$ cat config.mk
export PLATFORM = sky130hd
export DESIGN_NAME = egtq_ctrl
export DESIGN_NICKNAME = d
export VERILOG_FILES = /design/src/rtl/egtq_pkg.sv /design/src/rtl/egtq_ctrl.sv
export SDC_FILE = /design/constraint.sdc
export NUM_CORES = 1
export LEC_CHECK = 0
export ABC_CLOCK_PERIOD_IN_PS = 1400
export BUFFER_PORTS_ARGS = -buffer_cell sky130_fd_sc_hd__clkbuf_2
export CAP_MARGIN = 20
export CELL_PAD_IN_SITES_DETAIL_PLACEMENT = 0
export CELL_PAD_IN_SITES_GLOBAL_PLACEMENT = 1
export CORE_AREA = 5 5 42 44
export DETAILED_ROUTE_END_ITERATION = 10
export DIE_AREA = 0 0 47 49
export GPL_TIMING_DRIVEN = 0
export PLACE_DENSITY = 0.44
export RECOVER_POWER = 25
export SLEW_MARGIN = 15
export SYNTH_ARGS = -nofsm -noshare
export SYNTH_HDL_FRONTEND = slang
export SYNTH_SLANG_ARGS = --single-unit
export TNS_END_PERCENT = 5
$ cat constraint.sdc
create_clock -name clk -period 1.4 [get_ports clk]
set_input_delay 0.28 -clock clk [delete_from_list [all_inputs] [get_ports clk]]
set_output_delay 0.28 -clock clk [all_outputs]
set_load 0.01 [all_outputs]
$ cat src/rtl/egtq_pkg.sv
`default_nettype none

package egtq_pkg;

	localparam int DEFAULT_QUEUE_DEPTH = 64;

	localparam int LIMIT_W   = 7;
	localparam int ENERGY_W  = 16;
	localparam int TIME_W    = 24;
	localparam int ID_W      = 32;
	localparam int COST_W    = 16;
	localparam int PROD_W    = COST_W + TIME_W;
	localparam int FRAC_W    = 16;
	localparam int CFG_IDX_W = 2;

	localparam logic [2:0] OP_ARRIVAL = 3'd0;
	localparam logic [2:0] OP_START   = 3'd1;
	localparam logic [2:0] OP_FINISH  = 3'd2;
	localparam logic [2:0] OP_CHARGE  = 3'd3;
	localparam logic [2:0] OP_CLEAR   = 3'd4;

	localparam logic [1:0] ST_DONE    = 2'd0;
	localparam logic [1:0] ST_DROPPED = 2'd1;
	localparam logic [1:0] ST_REFUSED = 2'd2;

	localparam logic [CFG_IDX_W-1:0] REG_QUEUE_LIMIT = 2'd0;
	localparam logic [CFG_IDX_W-1:0] REG_CAPACITY    = 2'd1;
	localparam logic [CFG_IDX_W-1:0] REG_THRESHOLD   = 2'd2;
	localparam logic [CFG_IDX_W-1:0] REG_COST        = 2'd3;

	localparam logic [LIMIT_W-1:0]  RST_QUEUE_LIMIT = 7'd64;
	localparam logic [ENERGY_W-1:0] RST_CAPACITY    = 16'd100;
	localparam logic [ENERGY_W-1:0] RST_THRESHOLD   = 16'd5;
	localparam logic [COST_W-1:0]   RST_COST        = 16'd256;

	typedef struct packed {
		logic load;
		logic mul;
		logic exec;
	} dp_cmd_t;

	typedef struct packed {
		logic [TIME_W-1:0]   stime;
		logic [ENERGY_W-1:0] need;
		logic [ID_W-1:0]     id;
	} entry_t;

endpackage

`default_nettype wire

$ cat src/rtl/egtq_ctrl.sv
`default_nettype none

module egtq_ctrl (
	input  wire logic             clk,
	input  wire logic             arst_n,
	input  wire logic             start,
	output logic                  busy,
	output logic                  done,
	output egtq_pkg::dp_cmd_t     cmd
);

	typedef enum logic [2:0] {
		S_IDLE,
		S_MUL,
		S_EXEC,
		S_READ,
		S_RESP
	} state_t;

	state_t state_q;

	always_ff @(posedge clk or negedge arst_n) begin
		if (!arst_n) begin
			state_q <= S_IDLE;
		end else begin
			unique case (state_q)
				S_IDLE: begin
					if (start) begin
						state_q <= S_MUL;
					end
				end
				S_MUL:  state_q <= S_EXEC;
				S_EXEC: state_q <= S_READ;
				S_READ: state_q <= S_RESP;
				S_RESP: state_q <= S_IDLE;
				default: state_q <= S_IDLE;
			endcase
		end
	end

	assign busy        = (state_q != S_IDLE);
	assign done        = (state_q == S_RESP);
	assign cmd.load    = (state_q == S_IDLE) && start;
	assign cmd.mul     = (state_q == S_MUL);
	assign cmd.exec    = (state_q == S_EXEC);

	a_done_latency: assert property (@(posedge clk) disable iff (!arst_n)
		(start && !busy) |-> ##4 done)
		else $error("result strobe did not follow an accepted transaction");

	a_one_cmd: assert property (@(posedge clk) disable iff (!arst_n)
		$onehot0({cmd.load, cmd.mul, cmd.exec}))
		else $error("more than one datapath command at once");

endmodule

`default_nettype wire

==> Yosys cells after proc, flatten, opt, wreduce, memory -nomap -nowiden <==
Index checks and enable logic that the tools add are counted.
{ "classes": {"n_eq_ne": 5, "mux": 2, "n_reduce_logical": 3} }
{ "ops": {"columns": ["cell", "n"], "rows": [
  ["case mux 3 bit (4 select lines)", 1],
  ["== test 3 x 2 -> 1 bit (second input constant)", 2],
  ["== test 3 x 1 -> 1 bit (second input constant)", 1],
  ["== test 3 bit (second input constant)", 1],
  ["logical NOT 3 bit", 1],
  ["2-to-1 mux 3 bit", 1],
  ["nonzero test 3 bit", 1],
  ["!= test 2 bit (second input constant)", 1],
  ["logical AND 1 bit", 1]
]} }
{ "totals": {"register_bits": 3, "input_bits": 3, "elab_cells": 11} }

==> Longest topological paths before layout <==
{ "logic_depth": {"word_depth": 2, "mapped_depth": 2, "mapped_depth_nobuf": 2} }

==> Worst setup path before layout <==
OpenSTA, ideal clock, no wires.
{ "synth_path": {"kind": "flip-flop to output port", "startpoint": "register state_q[2]", "endpoint": "output cmd[2] in the netlist's numbering", "arrival_time_ns": 0.956, "t_required_ns": 1.120, "slack_ns": 0.164, "stages_incl_launch_ff": 3, "path_buffers": 0, "cell_sequence": "dfrtp_1 -> or3_4 -> nor2_2"} }
{ "synth_lines": {"columns": ["element", "line", "text"], "rows": [
  ["start: declaration", "egtq_ctrl.sv:20", "state_t state_q;"],
  ["start signal: assignment", "egtq_ctrl.sv:24", "state_q <= S_IDLE;"],
  ["start signal: assignment", "egtq_ctrl.sv:29", "state_q <= S_MUL;"],
  ["start signal: assignment", "egtq_ctrl.sv:32", "S_MUL: state_q <= S_EXEC;"],
  ["end: declaration", "egtq_ctrl.sv:9", "output egtq_pkg::dp_cmd_t cmd"]
]} }

==> impl_metrics.yaml <==
outcome:
  run_status: "finished with violations"
  violations: "setup timing"
worst_setup_path:
  regToRegEndpoint: "state_q[1]"
  critical_path.n_buffers_inverters: 1
  critical-path-max-stage-delay_ps: 390
  critical_path.endpoint_type: "primary output"
  r2r-start: "state_q[0]"
  critical_path_cell_count: 3
  crit_type: "flop to primary output"
  worst-endpoint-arrival_ps: 1210
  worst-path-max-fanout: 2
  worst_path_dominant_cell_family: "simple AND/OR/NAND/NOR gates"
  crit_slowest_cell: "dfrtp_2"
  cp-start-kind: "flop"
  reg2regPathDepth: 3
  setup.reg_to_reg.worst_slack_ps: 500
  critical_path_required_ps: 1120
  path_cells: "or3_4, nor2_2, buf_2"
layout:
  number_of_fill_cells_in_the_layout: 167
  area.growth.synth_to_final_pct: 95.0
  num_antenna_cells: 0
  layout_top_registers: "state_q (3)"
  largest_reg_flops: 3
  fin_nets: 34
  finish.cell_count_without_fillers: 46
  share_of_cells_above_drive_strength_1_pct: 73.3
  largest-register: "state_q"
  fin_area_um2: 293
power:
  ir_drop_uv: 630
  swShare_pct: 36.5
  seqPwrFrac_pct: 22.8
  power.clock.fraction_pct: 20.3
  power.net_switching_w: 0.000268
  cell_internal_pwr_w: 0.000467
  power_leakage_nw: 0.139
  p_per_area_mw_per_mm2: 2510
  power.share.combinational_pct: 56.9
sta:
  finalClockSkew_ps: 0.338
  number_of_pins_with_negative_max_slew_slack_in_the_final_report: 0
  worstMarginPinSlew_ps: 181
  min_period_ps: 1490
  period_share_pct: 106
  finalHoldWorstSlack_ps: 315
  finalSetupViolCount: 2
  max_slew_margin_pct: 87.9
  postLayoutSetupSlackWorst_ps: -90.4
  unrepaired_setup_endpoints_after_global_routing: "yes"
  max_freq_mhz: 671
  hold_viol: 0
synth:
  synthDominantCellAreaShare_pct: 50.0
  synth.area.top_cells: "dfrtp_1, nor3b_1, or3_4"
  synth_largest_area_cell: "dfrtp_1"
  synthesis_stage_register_bit_count: 3
  synthCells: 14
  post_synthesis_sequential_area_ratio_pct: 50.0
  yosys_warnings: 0
  post_synth.cell_area_avg_um2: 10.7
  synth_area_um2: 150
  mappedNetlistNets: 17
  synth_cell_type_count: 9
cts:
  tritoncts: "yes"
  cts.clk_slew.worst_paths_ps: 40
  clock-sinks: 3
  clockBufferDepth: 2
  cts_root_buf: "clkbuf_4"
  clock_tree.htree_level_count: 1
  worstSkewPairLatency_ps: 230
  tritoncts.num_buffers: 3
routing:
  finalWirelength_um: 494
  route.vias.total: 160
  wl_per_cell_um: 10.7
  drt-pass1-iter-count: 1
  post-route-drc-count: 0
  ant_nets: 0
  dr.first_iter.drc_count: 0
  vias_per_cell: 3.48
worst_hold_path:
  worst_hold_startpoint: "start"
  hold_depth: 3
  holdCritPathClass: "primary input to flop"
  worst_hold_path.endpoint: "state_q[0]"
global_route:
  number_of_antenna_violations_at_the_first_check_in_global_routing: 0
  grt_max_degree: 7
  globalRouteTotalUtil_pct: 5.01
  grt_pass1_vias: 192
  grt_first_pass_wirelength_um: 752
  globalRouteOverflowTotal: 0
floorplan:
  placeable_core_region_mm2: 0.00140
  chipHeight_um: 49
  die-width_um: 47
  initial_utilization_pct: 10.7
  row_count: 14
  io-pin-count: 8
  die_ar_mm2: 0.00230
placed_design:
  numPortBuffers: 7
  place.detailed.hpwl_um: 321
  placed_cells: 37
  post_dp_cell_area_um2: 205
  routabilityCongestion: 0.676
job:
  drv_cap: 0
[synth_stat cells]
| cell type | instances |
|---|---|
| inv_1 | 1 |
| nor3b_1 | 3 |
| xnor2_1 | 1 |
| and3b_2 | 1 |
| nor3_1 | 1 |
| nor2_2 | 1 |
| or3_4 | 1 |
| nor2_1 | 2 |
| dfrtp_1 | 3 |
[routing by layer]
metal | global-route usage [%] | wire (um)
met1 | 5.08 | 185
met2 | 7.24 | 237
met3 | 1.48 | 72
met4 | 5.53 | 0
met5 | 0 | 0
[worst reg2reg max path, delay by kind of cell (launching register included)]
kind	cells	cell delay (ps)
flops	1	400
buf+inv	1	160
xor+xnor	1	160
simple gates	1	60
[power by group through the flow]
stage	logic, W	registers [W]	clock network (W)
finish	0.000418	0.000168	0.000149
global route	0.000464	0.000174	0.000160
CTS	0.000424	0.000169	0.000161
detailed placement	0.000252	0.000206	0
global placement	0.000244	0.000194	0
floorplan	0.000165	0.000184	0
[cell families (layout without fill, tap and decap cells)]
| family | Yosys count | count (layout) | share of synthesized area [%] |
|---|---|---|---|
| XOR/XNOR | 1 | 1 | 5.83 |
| flip-flops | 3 | 3 | 50.0 |
| AND/OR/NAND/NOR | 9 | 9 | 41.7 |
| buffers and inverters | 1 | 17 | 2.50 |
[area by class of cell]
cell class	count	area, um^2	share of cell area, %
inverter	1	3.75	1.28
timing repair buffer	12	77.6	26.5
tap	16	20.0	6.84
clock buffer	4	26.3	8.97
sequential	3	78.8	26.9
multi-input combinational	10	86.3	29.5
[layout by cell type (no fill, tap or decap)]
master,netlist,final
buf_6,0,1
dfrtp_2,0,3
clkbuf_4,0,3
buf_4,0,3
buf_2,0,4
inv_1,1,1
clkbuf_2,0,2
clkbuf_1,0,2
and3b_2,1,1
nor2_2,1,1
nor3_1,1,1
nor3b_2,0,3
xnor2_1,1,1
or3_4,1,1
dlygate4sd3_1,0,1
nor2_1,2,2
[stage by stage]
stage / setup slack (ps) / util [%] / setup TNS (ps) / total power [W]
2_1_floorplan: 164 / - / 0 / 0.000349
3_3_place_gp: 96.8 / 14.6 / 0 / 0.000438
3_5_place_dp: 58.3 / 14.6 / 0 / 0.000457
4_1_cts: -122 / 21.0 / -169 / 0.000753
5_1_grt: -146 / 20.9 / -248 / 0.000797
6_report: -90.4 / 20.9 / -119 / 0.000736
[worst max path at each step]
stage | from | end
after floorplan | state_q[2] | cmd[2]
after global placement | state_q[2] | cmd[2]
after detailed placement | state_q[2] | cmd[2]
after CTS | state_q[2] | cmd[2]
after global routing | state_q[2] | cmd[2]
final | state_q[2] | cmd[2]
[repair_timing]
item | in CTS | in global routing
hold buffers | 1 | 0
endpoints found under the setup margin | 2 | 5
pin swaps | 1 | 0
gates resized for setup | 7 | 4
setup buffers | 4 | 0
hold endpoints to repair | 3 | 0
No activity file was read; power rests on OpenSTA's default activity.
